==> src/sptd_pkg.sv <==
`timescale 1ns / 1ps
// ----------------------------------------------------------------------------
// sptd_pkg
// Shared constants and types of the sparse task dispatcher.
// ----------------------------------------------------------------------------
package sptd_pkg;

  localparam int MAX_PES      = 32;
  localparam int MAX_GROUP    = 8;
  localparam int WORK_BITS    = 16;
  localparam int PE_BITS      = $clog2(MAX_PES);
  localparam int PES_BITS     = $clog2(MAX_PES + 1);
  localparam int GIDX_BITS    = (MAX_GROUP > 1) ? $clog2(MAX_GROUP) : 1;
  localparam int FILL_BITS    = $clog2(MAX_GROUP + 1);
  localparam int GSIZE_BITS   = 4;
  localparam int COL_BITS     = 16;
  localparam int WGT_BITS     = 4;
  localparam int CFG_IDX_BITS = 3;
  localparam int CFG_DATA_BITS = 64;
  localparam int PROD_BITS    = WORK_BITS + PES_BITS;

  typedef enum logic [1:0] {
    MODE_THRESH = 2'd0,
    MODE_WRR    = 2'd1,
    MODE_GROUP  = 2'd2,
    MODE_NONE   = 2'd3
  } mode_t;

  typedef enum logic [CFG_IDX_BITS-1:0] {
    CFG_MODE       = 3'd0,
    CFG_PE_COUNT   = 3'd1,
    CFG_GROUP_SIZE = 3'd2,
    CFG_COL_COUNT  = 3'd3,
    CFG_WEIGHTS_LO = 3'd4,
    CFG_WEIGHTS_HI = 3'd5
  } cfg_idx_t;

  localparam logic [1:0]               MODE_RST   = 2'd1;
  localparam logic [PES_BITS-1:0]      PES_RST    = PES_BITS'(16);
  localparam logic [GSIZE_BITS-1:0]    GSIZE_RST  = GSIZE_BITS'(4);
  localparam logic [COL_BITS-1:0]      COL_RST    = COL_BITS'(64);
  localparam logic [CFG_DATA_BITS-1:0] WGT_RST    = 64'h1111_1111_1111_1111;

endpackage

==> src/sptd_if.sv <==
`timescale 1ns / 1ps
// ----------------------------------------------------------------------------
// sptd channel interfaces
// Valid/ready channels for task beats, result beats and register writes.
// ----------------------------------------------------------------------------
interface sptd_task_if;
  import sptd_pkg::*;
  logic                 valid;
  logic                 ready;
  logic [WORK_BITS-1:0] work;
  logic                 row_end;
  modport source (output valid, work, row_end, input ready);
  modport sink   (input valid, work, row_end, output ready);
endinterface

interface sptd_result_if;
  import sptd_pkg::*;
  logic                 valid;
  logic                 ready;
  logic [PE_BITS-1:0]   pe_index;
  logic [WORK_BITS-1:0] task_work;
  logic                 dropped;
  logic                 run_last;
  modport source (output valid, pe_index, task_work, dropped, run_last, input ready);
  modport sink   (input valid, pe_index, task_work, dropped, run_last, output ready);
endinterface

interface sptd_cfg_if;
  import sptd_pkg::*;
  logic                     valid;
  logic                     ready;
  logic [CFG_IDX_BITS-1:0]  index;
  logic [CFG_DATA_BITS-1:0] data;
  modport source (output valid, index, data, input ready);
  modport sink   (input valid, index, data, output ready);
endinterface

==> src/sparse_task_dispatcher.sv <==
`timescale 1ns / 1ps
// ----------------------------------------------------------------------------
// sparse_task_dispatcher
// Assigns task beats to processing elements by threshold band, weighted
// round robin or sorted groups.
// ----------------------------------------------------------------------------
// Path: a threshold or round robin task beat passes the input register and then
//   the result register; a group flush goes through the drain state before it.
// Throughput: one task beat per cycle unless the result register or a drain
//   stalls it; the beat that completes a group of n starts a drain of n results,
//   one per cycle when taken, and in_ch takes one more beat at most, then stalls.
// Reset: synchronous, active low; registers to defaults, pointers cleared.
module sparse_task_dispatcher (
  input  logic          clk,
  input  logic          rst_n,
  sptd_task_if.sink     in_ch,
  sptd_result_if.source out_ch,
  sptd_cfg_if.sink      cfg_ch
);
  import sptd_pkg::*;

  // Configuration registers
  mode_t                     mode_r;
  logic [PES_BITS-1:0]       pe_count_r;
  logic [GSIZE_BITS-1:0]     group_size_r;
  logic [COL_BITS-1:0]       col_count_r;
  logic [2*CFG_DATA_BITS-1:0] weights_r;

  // Input register
  logic                 s1_vld_r, s1_vld_nxt;
  logic [WORK_BITS-1:0] s1_work_r;
  logic                 s1_row_end_r;

  // Result register
  logic                 out_vld_r, out_vld_nxt;
  logic [PE_BITS-1:0]   out_pe_r, out_pe_nxt;
  logic [WORK_BITS-1:0] out_work_r, out_work_nxt;
  logic                 out_drop_r, out_drop_nxt;
  logic                 out_last_r, out_last_nxt;

  // Dispatch state
  logic [PE_BITS-1:0]   rr_element_r, rr_element_nxt;
  logic [WGT_BITS-1:0]  rr_used_r, rr_used_nxt;
  logic [FILL_BITS-1:0] group_fill_r, group_fill_nxt;
  logic [PE_BITS-1:0]   group_element_r, group_element_nxt;
  logic [WORK_BITS-1:0] group_store_r   [MAX_GROUP];
  logic [WORK_BITS-1:0] group_store_nxt [MAX_GROUP];

  // Drain of a completed group
  logic [FILL_BITS-1:0] drain_cnt_r, drain_cnt_nxt;
  logic [GIDX_BITS-1:0] drain_idx_r, drain_idx_nxt;
  logic                 drain_clr_r, drain_clr_nxt;

  // Working signals
  logic                 out_free, s1_take, drain_emit, store_we;
  logic [PES_BITS-1:0]  pes;
  logic [GSIZE_BITS-1:0] gs;
  logic [PROD_BITS-1:0] thr_lhs, thr_rhs;
  logic [MAX_PES-1:0]   thr_hit;
  logic [PE_BITS-1:0]   thr_pe;
  logic                 thr_found;
  logic [PE_BITS-1:0]   rr_cur, rr_step, ge_cur, ge_step;
  logic [WGT_BITS-1:0]  rr_used_cur, rr_used_inc, rr_weight;
  logic [MAX_GROUP-1:0] ins_gt;
  logic [FILL_BITS-1:0] fill_inc;

  // Clamp the register values into their working ranges
  always_comb begin
    if (pe_count_r == '0) begin
      pes = PES_BITS'(1);
    end else if (pe_count_r > PES_BITS'(MAX_PES)) begin
      pes = PES_BITS'(MAX_PES);
    end else begin
      pes = pe_count_r;
    end
    if (group_size_r == '0) begin
      gs = GSIZE_BITS'(1);
    end else if (group_size_r > GSIZE_BITS'(MAX_GROUP)) begin
      gs = GSIZE_BITS'(MAX_GROUP);
    end else begin
      gs = group_size_r;
    end
  end

  // Handshake: the input register refills whenever its beat moves on; the
  // result register refills whenever it is empty or being taken.
  assign out_free     = !out_vld_r || out_ch.ready;
  assign drain_emit   = (drain_cnt_r != '0) && out_free;
  assign s1_take      = s1_vld_r && out_free && (drain_cnt_r == '0);
  assign in_ch.ready  = !s1_vld_r || s1_take;
  assign cfg_ch.ready = 1'b1;

  // Threshold bands: every element compares in parallel, first hit wins
  always_comb begin
    thr_lhs   = PROD_BITS'(s1_work_r) * PROD_BITS'(pes);
    thr_hit   = '0;
    thr_pe    = '0;
    thr_rhs   = '0;
    for (int j = 0; j < MAX_PES; j++) begin
      thr_rhs    = PROD_BITS'(col_count_r) * PROD_BITS'(j + 1);
      thr_hit[j] = (PES_BITS'(j) < pes) && (thr_lhs <= thr_rhs);
    end
    for (int j = MAX_PES - 1; j >= 0; j--) begin
      if (thr_hit[j]) begin
        thr_pe = PE_BITS'(j);
      end
    end
    thr_found = |thr_hit;
  end

  // Round robin: restart at element 0 when the pointer lies past pe_count
  always_comb begin
    if ({1'b0, rr_element_r} >= pes) begin
      rr_cur      = '0;
      rr_used_cur = '0;
    end else begin
      rr_cur      = rr_element_r;
      rr_used_cur = rr_used_r;
    end
    rr_weight = weights_r[{rr_cur, 2'b00} +: WGT_BITS];
    if (rr_weight == '0) begin
      rr_weight = WGT_BITS'(1);
    end
    rr_used_inc = rr_used_cur + WGT_BITS'(1);
    rr_step     = ({1'b0, rr_cur} + PES_BITS'(1) >= pes) ? '0 : rr_cur + PE_BITS'(1);
  end

  // Group pointer for the beat being drained
  always_comb begin
    ge_cur  = ({1'b0, group_element_r} >= pes) ? '0 : group_element_r;
    ge_step = ({1'b0, ge_cur} + PES_BITS'(1) >= pes) ? '0 : ge_cur + PE_BITS'(1);
  end

  // Sorted insert: the store stays ascending, a new task goes after its equals.
  // Slots at or past the fill level count as greater than the new task.
  always_comb begin
    for (int i = 0; i < MAX_GROUP; i++) begin
      ins_gt[i] = (FILL_BITS'(i) >= group_fill_r) || (group_store_r[i] > s1_work_r);
    end
    for (int i = 0; i < MAX_GROUP; i++) begin
      if (!ins_gt[i]) begin
        group_store_nxt[i] = group_store_r[i];
      end else if (i > 0 && ins_gt[(i > 0) ? i - 1 : 0]) begin
        group_store_nxt[i] = group_store_r[(i > 0) ? i - 1 : 0];
      end else begin
        group_store_nxt[i] = s1_work_r;
      end
    end
    fill_inc = group_fill_r + FILL_BITS'(1);
  end

  // Main next-state logic
  always_comb begin
    s1_vld_nxt        = s1_take ? 1'b0 : s1_vld_r;
    out_vld_nxt       = out_ch.ready ? 1'b0 : out_vld_r;
    out_pe_nxt        = out_pe_r;
    out_work_nxt      = out_work_r;
    out_drop_nxt      = out_drop_r;
    out_last_nxt      = out_last_r;
    rr_element_nxt    = rr_element_r;
    rr_used_nxt       = rr_used_r;
    group_fill_nxt    = group_fill_r;
    group_element_nxt = group_element_r;
    drain_cnt_nxt     = drain_cnt_r;
    drain_idx_nxt     = drain_idx_r;
    drain_clr_nxt     = drain_clr_r;
    store_we          = 1'b0;

    if (in_ch.valid && in_ch.ready) begin
      s1_vld_nxt = 1'b1;
    end

    // Hand the next sorted task of a completed group to the result register
    if (drain_emit) begin
      out_vld_nxt   = 1'b1;
      out_pe_nxt    = ge_cur;
      out_work_nxt  = group_store_r[drain_idx_r];
      out_drop_nxt  = 1'b0;
      out_last_nxt  = (drain_cnt_r == FILL_BITS'(1));
      drain_cnt_nxt = drain_cnt_r - FILL_BITS'(1);
      drain_idx_nxt = drain_idx_r + GIDX_BITS'(1);
      group_element_nxt = (drain_cnt_r == FILL_BITS'(1) && drain_clr_r) ? '0 : ge_step;
    end

    if (s1_take) begin
      case (mode_r)
        MODE_THRESH: begin
          out_vld_nxt  = 1'b1;
          out_pe_nxt   = thr_found ? thr_pe : '0;
          out_work_nxt = s1_work_r;
          out_drop_nxt = !thr_found;
          out_last_nxt = 1'b1;
        end
        MODE_WRR: begin
          out_vld_nxt  = 1'b1;
          out_pe_nxt   = rr_cur;
          out_work_nxt = s1_work_r;
          out_drop_nxt = 1'b0;
          out_last_nxt = 1'b1;
          if (rr_used_inc >= rr_weight) begin
            rr_used_nxt    = '0;
            rr_element_nxt = rr_step;
          end else begin
            rr_used_nxt    = rr_used_inc;
            rr_element_nxt = rr_cur;
          end
        end
        MODE_GROUP: begin
          if (group_fill_r < FILL_BITS'(MAX_GROUP)) begin
            store_we       = 1'b1;
            group_fill_nxt = fill_inc;
          end
          // Group complete or row over: start the drain of the sorted store
          if ((store_we ? fill_inc : group_fill_r) >= FILL_BITS'(gs) || s1_row_end_r) begin
            drain_cnt_nxt  = store_we ? fill_inc : group_fill_r;
            drain_idx_nxt  = '0;
            drain_clr_nxt  = s1_row_end_r;
            group_fill_nxt = '0;
          end
        end
        default: begin
        end
      endcase
      if (s1_row_end_r) begin
        rr_element_nxt = '0;
        rr_used_nxt    = '0;
        group_fill_nxt = '0;
        // In group mode the element pointer clears once the drain is done
        if (mode_r != MODE_GROUP) begin
          group_element_nxt = '0;
        end
      end
    end
  end

  // Control state
  always_ff @(posedge clk) begin
    if (!rst_n) begin
      mode_r          <= mode_t'(MODE_RST);
      pe_count_r      <= PES_RST;
      group_size_r    <= GSIZE_RST;
      col_count_r     <= COL_RST;
      weights_r       <= {WGT_RST, WGT_RST};
      s1_vld_r        <= 1'b0;
      out_vld_r       <= 1'b0;
      rr_element_r    <= '0;
      rr_used_r       <= '0;
      group_fill_r    <= '0;
      group_element_r <= '0;
      drain_cnt_r     <= '0;
      drain_idx_r     <= '0;
      drain_clr_r     <= 1'b0;
    end else begin
      s1_vld_r        <= s1_vld_nxt;
      out_vld_r       <= out_vld_nxt;
      rr_element_r    <= rr_element_nxt;
      rr_used_r       <= rr_used_nxt;
      group_fill_r    <= group_fill_nxt;
      group_element_r <= group_element_nxt;
      drain_cnt_r     <= drain_cnt_nxt;
      drain_idx_r     <= drain_idx_nxt;
      drain_clr_r     <= drain_clr_nxt;
      if (cfg_ch.valid && cfg_ch.ready) begin
        case (cfg_idx_t'(cfg_ch.index))
          CFG_MODE:       mode_r       <= mode_t'(cfg_ch.data[1:0]);
          CFG_PE_COUNT:   pe_count_r   <= cfg_ch.data[PES_BITS-1:0];
          CFG_GROUP_SIZE: group_size_r <= cfg_ch.data[GSIZE_BITS-1:0];
          CFG_COL_COUNT:  col_count_r  <= cfg_ch.data[COL_BITS-1:0];
          CFG_WEIGHTS_LO: weights_r[CFG_DATA_BITS-1:0] <= cfg_ch.data;
          CFG_WEIGHTS_HI: weights_r[2*CFG_DATA_BITS-1:CFG_DATA_BITS] <= cfg_ch.data;
          default: begin
          end
        endcase
      end
    end
  end

  // Payload registers
  always_ff @(posedge clk) begin
    if (in_ch.valid && in_ch.ready) begin
      s1_work_r    <= in_ch.work;
      s1_row_end_r <= in_ch.row_end;
    end
    out_pe_r   <= out_pe_nxt;
    out_work_r <= out_work_nxt;
    out_drop_r <= out_drop_nxt;
    out_last_r <= out_last_nxt;
    if (store_we) begin
      for (int i = 0; i < MAX_GROUP; i++) begin
        group_store_r[i] <= group_store_nxt[i];
      end
    end
  end

  assign out_ch.valid     = out_vld_r;
  assign out_ch.pe_index  = out_pe_r;
  assign out_ch.task_work = out_work_r;
  assign out_ch.dropped   = out_drop_r;
  assign out_ch.run_last  = out_last_r;

  // A full group always flushes, so the fill level never reaches the store depth
  a_fill_bound: assert property (@(posedge clk) disable iff (!rst_n)
    group_fill_r < FILL_BITS'(MAX_GROUP))
    else $error("group fill level reached store depth");

  // No task beat is taken from the input register while a group drains
  a_drain_blocks: assert property (@(posedge clk) disable iff (!rst_n)
    (drain_cnt_r != '0) |-> !s1_take)
    else $error("task taken during group drain");

  // The final drained beat of a group closes the run
  a_drain_last: assert property (@(posedge clk) disable iff (!rst_n)
    (drain_emit && drain_cnt_r == FILL_BITS'(1)) |=> (out_vld_r && out_last_r))
    else $error("group drain did not end with run_last");

  // Threshold and round robin beats give exactly one closing result
  a_single_result: assert property (@(posedge clk) disable iff (!rst_n)
    (s1_take && (mode_r == MODE_THRESH || mode_r == MODE_WRR))
      |=> (out_vld_r && out_last_r))
    else $error("single-result mode produced no closing result");

endmodule
==> src/flat_wrapper.sv <==
// flat-port wrapper written by rule: the top's interface ports become plain ports
module sparse_task_dispatcher_flat import sptd_pkg::*;
  (clk, rst_n, in_ch_valid, in_ch_work, in_ch_row_end, in_ch_ready, out_ch_valid, out_ch_pe_index, out_ch_task_work, out_ch_dropped, out_ch_run_last, out_ch_ready, cfg_ch_valid, cfg_ch_index, cfg_ch_data, cfg_ch_ready);
  sptd_task_if in_ch_i ();
  sptd_result_if out_ch_i ();
  sptd_cfg_if cfg_ch_i ();
  input  logic clk;
  input  logic rst_n;
  input wire logic [$bits(in_ch_i.valid)-1:0] in_ch_valid;
  input wire logic [$bits(in_ch_i.work)-1:0] in_ch_work;
  input wire logic [$bits(in_ch_i.row_end)-1:0] in_ch_row_end;
  output wire logic [$bits(in_ch_i.ready)-1:0] in_ch_ready;
  output wire logic [$bits(out_ch_i.valid)-1:0] out_ch_valid;
  output wire logic [$bits(out_ch_i.pe_index)-1:0] out_ch_pe_index;
  output wire logic [$bits(out_ch_i.task_work)-1:0] out_ch_task_work;
  output wire logic [$bits(out_ch_i.dropped)-1:0] out_ch_dropped;
  output wire logic [$bits(out_ch_i.run_last)-1:0] out_ch_run_last;
  input wire logic [$bits(out_ch_i.ready)-1:0] out_ch_ready;
  input wire logic [$bits(cfg_ch_i.valid)-1:0] cfg_ch_valid;
  input wire logic [$bits(cfg_ch_i.index)-1:0] cfg_ch_index;
  input wire logic [$bits(cfg_ch_i.data)-1:0] cfg_ch_data;
  output wire logic [$bits(cfg_ch_i.ready)-1:0] cfg_ch_ready;
  assign in_ch_i.valid = in_ch_valid;
  assign in_ch_i.work = in_ch_work;
  assign in_ch_i.row_end = in_ch_row_end;
  assign in_ch_ready = in_ch_i.ready;
  assign out_ch_valid = out_ch_i.valid;
  assign out_ch_pe_index = out_ch_i.pe_index;
  assign out_ch_task_work = out_ch_i.task_work;
  assign out_ch_dropped = out_ch_i.dropped;
  assign out_ch_run_last = out_ch_i.run_last;
  assign out_ch_i.ready = out_ch_ready;
  assign cfg_ch_i.valid = cfg_ch_valid;
  assign cfg_ch_i.index = cfg_ch_index;
  assign cfg_ch_i.data = cfg_ch_data;
  assign cfg_ch_ready = cfg_ch_i.ready;
  sparse_task_dispatcher u_core (.clk(clk), .rst_n(rst_n), .in_ch(in_ch_i), .out_ch(out_ch_i), .cfg_ch(cfg_ch_i));
endmodule
==> config.mk <==
export PLATFORM = sky130hd
export DESIGN_NAME = sparse_task_dispatcher_flat
export DESIGN_NICKNAME = d
export VERILOG_FILES = /design/src/sptd_pkg.sv /design/src/sptd_if.sv /design/src/sparse_task_dispatcher.sv /design/src/flat_wrapper.sv
export SDC_FILE = /design/constraint.sdc
export NUM_CORES = 2
export LEC_CHECK = 0
export ABC_AREA = 1
export ABC_CLOCK_PERIOD_IN_PS = 21400
export BUFFER_PORTS_ARGS = -buffer_cell sky130_fd_sc_hd__buf_4
export CAP_MARGIN = 20
export CELL_PAD_IN_SITES_DETAIL_PLACEMENT = 1
export CELL_PAD_IN_SITES_GLOBAL_PLACEMENT = 2
export CORE_MARGIN = 2
export CORE_UTILIZATION = 42
export CTS_BUF_LIST = sky130_fd_sc_hd__clkbuf_8 sky130_fd_sc_hd__clkbuf_16
export DETAILED_ROUTE_END_ITERATION = 6
export PLACE_DENSITY_LB_ADDON = 0.1
export RECOVER_POWER = 50
export SYNTH_ARGS = -nofsm -noshare
export SYNTH_HDL_FRONTEND = slang
export SYNTH_SLANG_ARGS = --single-unit
==> constraint.sdc <==
create_clock -name clk -period 21.4 [get_ports clk]
set_input_delay 6.42 -clock clk [delete_from_list [all_inputs] [get_ports clk]]
set_output_delay 6.42 -clock clk [all_outputs]
set_load 0.03 [all_outputs]
### Yosys cells after proc, flatten, opt, wreduce, memory -nomap -nowiden

Memory sizes are Yosys's and may differ from the RTL's. A register that Yosys moved wholly into a read port is not among the register bits.
Cells that the tools add are included.

| storage, ports and cells | value |
|---|---|
| register bits | 224 |
| bits in latches | 0 |
| bits in writable memories | 128 |
| ROM bits | 0 |
| word-level logic and storage cells | 337 |
| memories kept | 1 |

Memories:

| memory | words | width | read ports | clocked after Yosys merged registers in | wr ports | RTL line | text |
|---|---|---|---|---|---|---|---|
| u_core.group_store_r | 8 | 16 | 9 | 1 | 8 | sparse_task_dispatcher.sv:46 | `logic [WORK_BITS-1:0] group_store_r [MAX_GROUP];` |

| operators by class | value |
|---|---|
| add/subtract/negate cells | 8 |
| $mul | 27 |
| divide/modulo/power cells | 0 |
| magnitude comparators | 89 |
| equality and inequality tests | 9 |
| shifts and indexed selects | 1 |
| mux-type cells | 108 |
| bitwise gates (word level) | 0 |
| reduce and logical (&&, ||, !) cells | 73 |

Operator list:

| operator | number |
|---|---|
| 22-bit by 21-bit less-or-equal comparator with 1-bit output | 16 |
| 16-bit 2-to-1 mux | 18 |
| 5-bit 2-to-1 mux | 47 |
| 22-bit by 20-bit less-or-equal comparator with 1-bit output | 8 |
| 16-bit by 5-bit multiplier with 21-bit output (second input constant) | 8 |
| 16-bit by 4-bit multiplier with 20-bit output (second input constant) | 8 |
| 16-bit greater-than comparator | 8 |
| 128-bit by 8-bit indexed part select with 4-bit output | 1 |
| 16-bit by 3-bit multiplier with 19-bit output (second input constant) | 6 |
| 5-bit by 6-bit less-than comparator with 1-bit output (first input constant) | 16 |
| 22-bit by 19-bit less-or-equal comparator with 1-bit output | 4 |
| 16-bit by 2-bit multiplier with 18-bit output (second input constant) | 4 |
| 4-bit 2-to-1 mux | 16 |
| 4-bit by 6-bit less-than comparator with 1-bit output (first input constant) | 8 |
| 22-bit by 18-bit less-or-equal comparator with 1-bit output | 2 |
| 1-bit logical AND | 37 |
| 32-bit OR reduction | 1 |
| 3-bit by 6-bit less-than comparator with 1-bit output (first input constant) | 4 |
| 22-bit by 16-bit less-or-equal comparator with 1-bit output | 1 |
| 22-bit by 17-bit less-or-equal comparator with 1-bit output | 1 |
| 16-bit by 6-bit multiplier with 22-bit output | 1 |
| 1-bit 2-to-1 mux | 18 |
| 3-bit by 4-bit >= comparator with 1-bit output (first input constant) | 4 |
| 3-bit 2-to-1 mux | 5 |
| other kinds (37) | 73 |

### Longest topological paths before layout

| logic depth | value |
|---|---|
| word-level depth | 41 |
| gate-level depth with buffers | 68 |

### Worst setup path after synthesis

No wires, ideal clock.

| timing | value |
|---|---|
| kind | in2out |
| start | input port out_ch_ready |
| end | output port in_ch_ready |
| arrival time | 6.916 ns |
| required time | 14.980 ns |
| slack | 8.064 ns |
| cell stages on the path | 4 |
| buffers on the path | 0 |
| cell sequence | nor2_1 nor2_1 inv_1 nand2_1 |

| between the ends | value |
|---|---|
| cells in the longest elaborated chain, start to end | 4 |

Ends and longest elaborated chain:

| item | RTL line | text |
|---|---|---|
| start: declaration | flat_wrapper.sv:18 | `input wire logic [$bits(out_ch_i.ready)-1:0] out_ch_ready;` |
| 1-bit logical OR | sparse_task_dispatcher.sv:87 | `assign out_free = !out_vld_r \|\| out_ch.ready;` |
| 1-bit logical AND (2 in series) | sparse_task_dispatcher.sv:89 | `assign s1_take = s1_vld_r && out_free && (drain_cnt_r == '0);` |
| 1-bit logical OR | sparse_task_dispatcher.sv:90 | `assign in_ch.ready = !s1_vld_r \|\| s1_take;` |
| end: declaration | flat_wrapper.sv:12 | `output wire logic [$bits(in_ch_i.ready)-1:0] in_ch_ready;` |

Every way passes these cells.

### Worst setup path in the final report

Ends and elaborated chain as after synthesis.

==> metrics <==
violated checks max-capacitance violations, max-slew violations; Hold Fails Final Rpt 0; Post-synth top cells nand2_1 (1173), ha_1 (984), inv_1 (876); Worst-Skew Late Latency roughly 0.58 ns; CTS HTree Levels 2; Hold Path Class flip-flop to flip-flop; TritonCTS Buffers 39; Final nets 8053; crit path cell chain clkbuf_4 > nor2_1 > nor2_1 > inv_1 > nand2_1 > buf_4; count leader, synth nand2_1; CTS Buffer Depth 3; syn_area_per_cell approximately 7.5 µm²; Synth Area in Compound Gates 16.60%; RePlAce Congestion ~0.95; worst hold path depth 2; Setup WS post-layout about 7.9 ns; pins over their slew limit around 210; FF-to-FF End u_core.out_ch.pe_index[0]; Slowest-stage cell, CP buf_4; die area about 120000 µm²; Vias 47560; hold_buf cts 0; Total Routing Usage GR approximately a third; Post-DRT Antenna Nets 0; drt via density between 5 and 6; Crit path required time approximately 15 ns; clock sinks approximately 350; clk slew on worst S/H paths about 0.06 ns; synthesized flop and latch total 352; RSZ-0062 raised after global routing no; MaxCap Viol Count 3; crit end category output pin; postcts setup bufs 0; status finished, violations left; Initial Util a little over two fifths; number of synthesis warnings 0; Setup Total Neg Slack 0 ns; First-pass DRT Iterations 5; critical setup path kind primary input to output pin; CTS tree yes; post-DR wirelength/cell around 23 µm; upper clock frequency limit roughly 74 MHz; worst stage delay on the critical path approximately 0.17 ns; WHS Endpoint u_core.weights_r[7]; Synth area leader ha_1; Root Buffer clkbuf_16; Post-synth ARST share 0%; Hold Startpoint u_core.weights_r[7]; antenna violations before repair 11; Tot Pwr ~4.4 mW; first-pass GRT wire length 296.0 mm; Power per Cell Area around 81 nW/µm²; Synth Area in XOR/XNOR between 4 and 5%; area of the multi-input gates roughly 38000 µm²; DIE WIDTH between 300 and 400 µm; number of synthesized flops with an enable pin 145; Synth area leaders ha_1 (25%), fa_1 (10%), nand2_1 (8.8%), edfxtp_1 (8.7%), dfxtp_1 (8.3%); post-synth cell types between 70 and 80; R2R setup slack 11.77 ns; Pleak between 20 and 30 nW; register area share after synthesis about 17%; fillers roughly 15000; share of cells above drive strength 1 under 10%; largest fanout on the critical path 3; Final Critical Period roughly 14 ns; # IOs 115; WP data arrival ~7 ns; cell row count approximately 130; Worst setup SP type primary input; post-synth net total 7959; wirelength, routed roughly 190 mm; worst vdd ir 0.05030 mV; Main synth FF type dfxtp_1; area share of fa/ha/maj cells after synthesis around a third; post-CTS resize count 0; vias in the first global route just under 50000; dpl ws 7.861 ns; Syn Inst Count 6637; DP HPWL roughly 150 mm; worst reg2reg startpoint u_core.pe_count_r[1]; residual DRC count 0; final setup vio count 0; grt total ovfl 0; Die H around 350 µm; Setup Skew 0.01409 ns; core area about 120000 µm²; Mapped Area around 50000 µm²; Most Frequent Cell on Critical Path nor2_1; largest net degree at the start of global routing 93; Sequential Area about 8500 µm²; simple-gate area share of the yosys netlist approximately a fifth; Slew HR -124.5%; DR iter-0 viols around 3100; fin crit share between 60% and 70%; mux share of post-synthesis cell area 0%; Port-buffer cells between 100 and 150; R2R cell count 65; Layout area overhead 8.456%; Slew @ Worst Pin roughly 3.4 ns; Yosys top cell area share 24.69%; largest family of logic cells by synthesized area adder cells
## critical path, delay by kind of cell
kind | cells | cell delay [ns]
buf+inv | 3 | 0.38
simple gates | 3 | 0.31
## per-stage QoR
stage                     instance area, µm²  hold slack, ns  instances  util [%]
after floorplan                        49860          0.4292       6637         -
after global placement                 52840          0.4373       8222     44.81
after detailed placement               52840          0.4451       8222     44.81
after CTS                              54170          0.4574       8290     45.93
after global routing                   54080          0.4661       8295     45.86
final                                  54080          0.4539       8295     45.86
## report_power, final
group | switching, mW | internal [mW]
Combinational | 1.91 | 0.948
Clock | 0.305 | 0.418
Sequential | 0.0394 | 0.748
## worst max-delay path by stage
stage | from | end | slack, ns
after floorplan | out_ch_ready | in_ch_ready | 8.06
after detailed placement | out_ch_ready | in_ch_ready | 7.86
after CTS | out_ch_ready | in_ch_ready | 7.86
final | out_ch_ready | in_ch_ready | 7.87
after global routing | out_ch_ready | in_ch_ready | 7.78
after global placement | out_ch_ready | in_ch_ready | 7.84
## cells in the final DEF, fill, tap and decap left out, types with 28 or more instances in the layout
master / synthesis / routed
xor2_1: 147 / 142
a21o_1: 28 / 28
or2_2: 31 / 31
fa_1: 249 / 249
a21oi_1: 562 / 562
buf_4: 1 / 156
nand3_1: 301 / 301
o21ai_0: 492 / 493
a211oi_1: 35 / 35
inv_1: 876 / 879
o211ai_1: 69 / 69
nor2_1: 573 / 569
clkbuf_16: 0 / 40
edfxtp_1: 145 / 145
a31oi_1: 50 / 50
nor3_1: 73 / 73
o221ai_1: 32 / 32
nand2_1: 1173 / 1173
xnor2_1: 87 / 82
ha_1: 984 / 984
dfxtp_1: 207 / 206
nand4_1: 90 / 90
clkbuf_1: 132 / 35
o21bai_1: 51 / 51
## state kept, by name (all words and copies together), names as in the netlist, 2 cells and up
name	count
u_core.col_count_r	16
u_core.drain_cnt_r	4
u_core.drain_idx_r	3
u_core.group_element_r	5
u_core.group_fill_r	4
u_core.group_size_r	4
u_core.group_store_r	128
u_core.mode_r	2
u_core.out_ch.pe_index	5
u_core.out_ch.task_work	16
u_core.pe_count_r	6
u_core.rr_element_r	5
u_core.rr_used_r	4
u_core.s1_work_r	16
u_core.weights_r	128
## metal layers
metal  vias up  share of wire (%)  GRT usage [%]
li1      22740                  -              -
met1     23560                 47          44.16
met2      1010                 45          52.14
met3       244                5.3          3.448
met4        12                2.5          7.530
met5         -              0.041              0
## cell type report
type,count,share of cell area (%)
diodes,1,0.004627
clock buffers,45,1.978
clock inverters,23,0.4674
inverters,893,6.207
multi-input cells,5239,69.42
flip-flops and latches,352,15.72
well taps,1536,3.554
repair buffers,206,2.654
## kinds of logic (layout without fill, tap and decap cells)
| family | count (synthesis) | in the layout |
|---|---|---|
| AND/OR/NAND/NOR | 2319 | 2319 |
| adder cells (fa/ha/maj) | 1233 | 1233 |
| buffers and inverters | 1046 | 1167 |
| XOR/XNOR | 234 | 234 |
| AO/OA/AOI/OAI | 1452 | 1452 |
| flip-flops | 352 | 352 |
| other | 1 | 2 |
(Power assumes the default switching activity.)
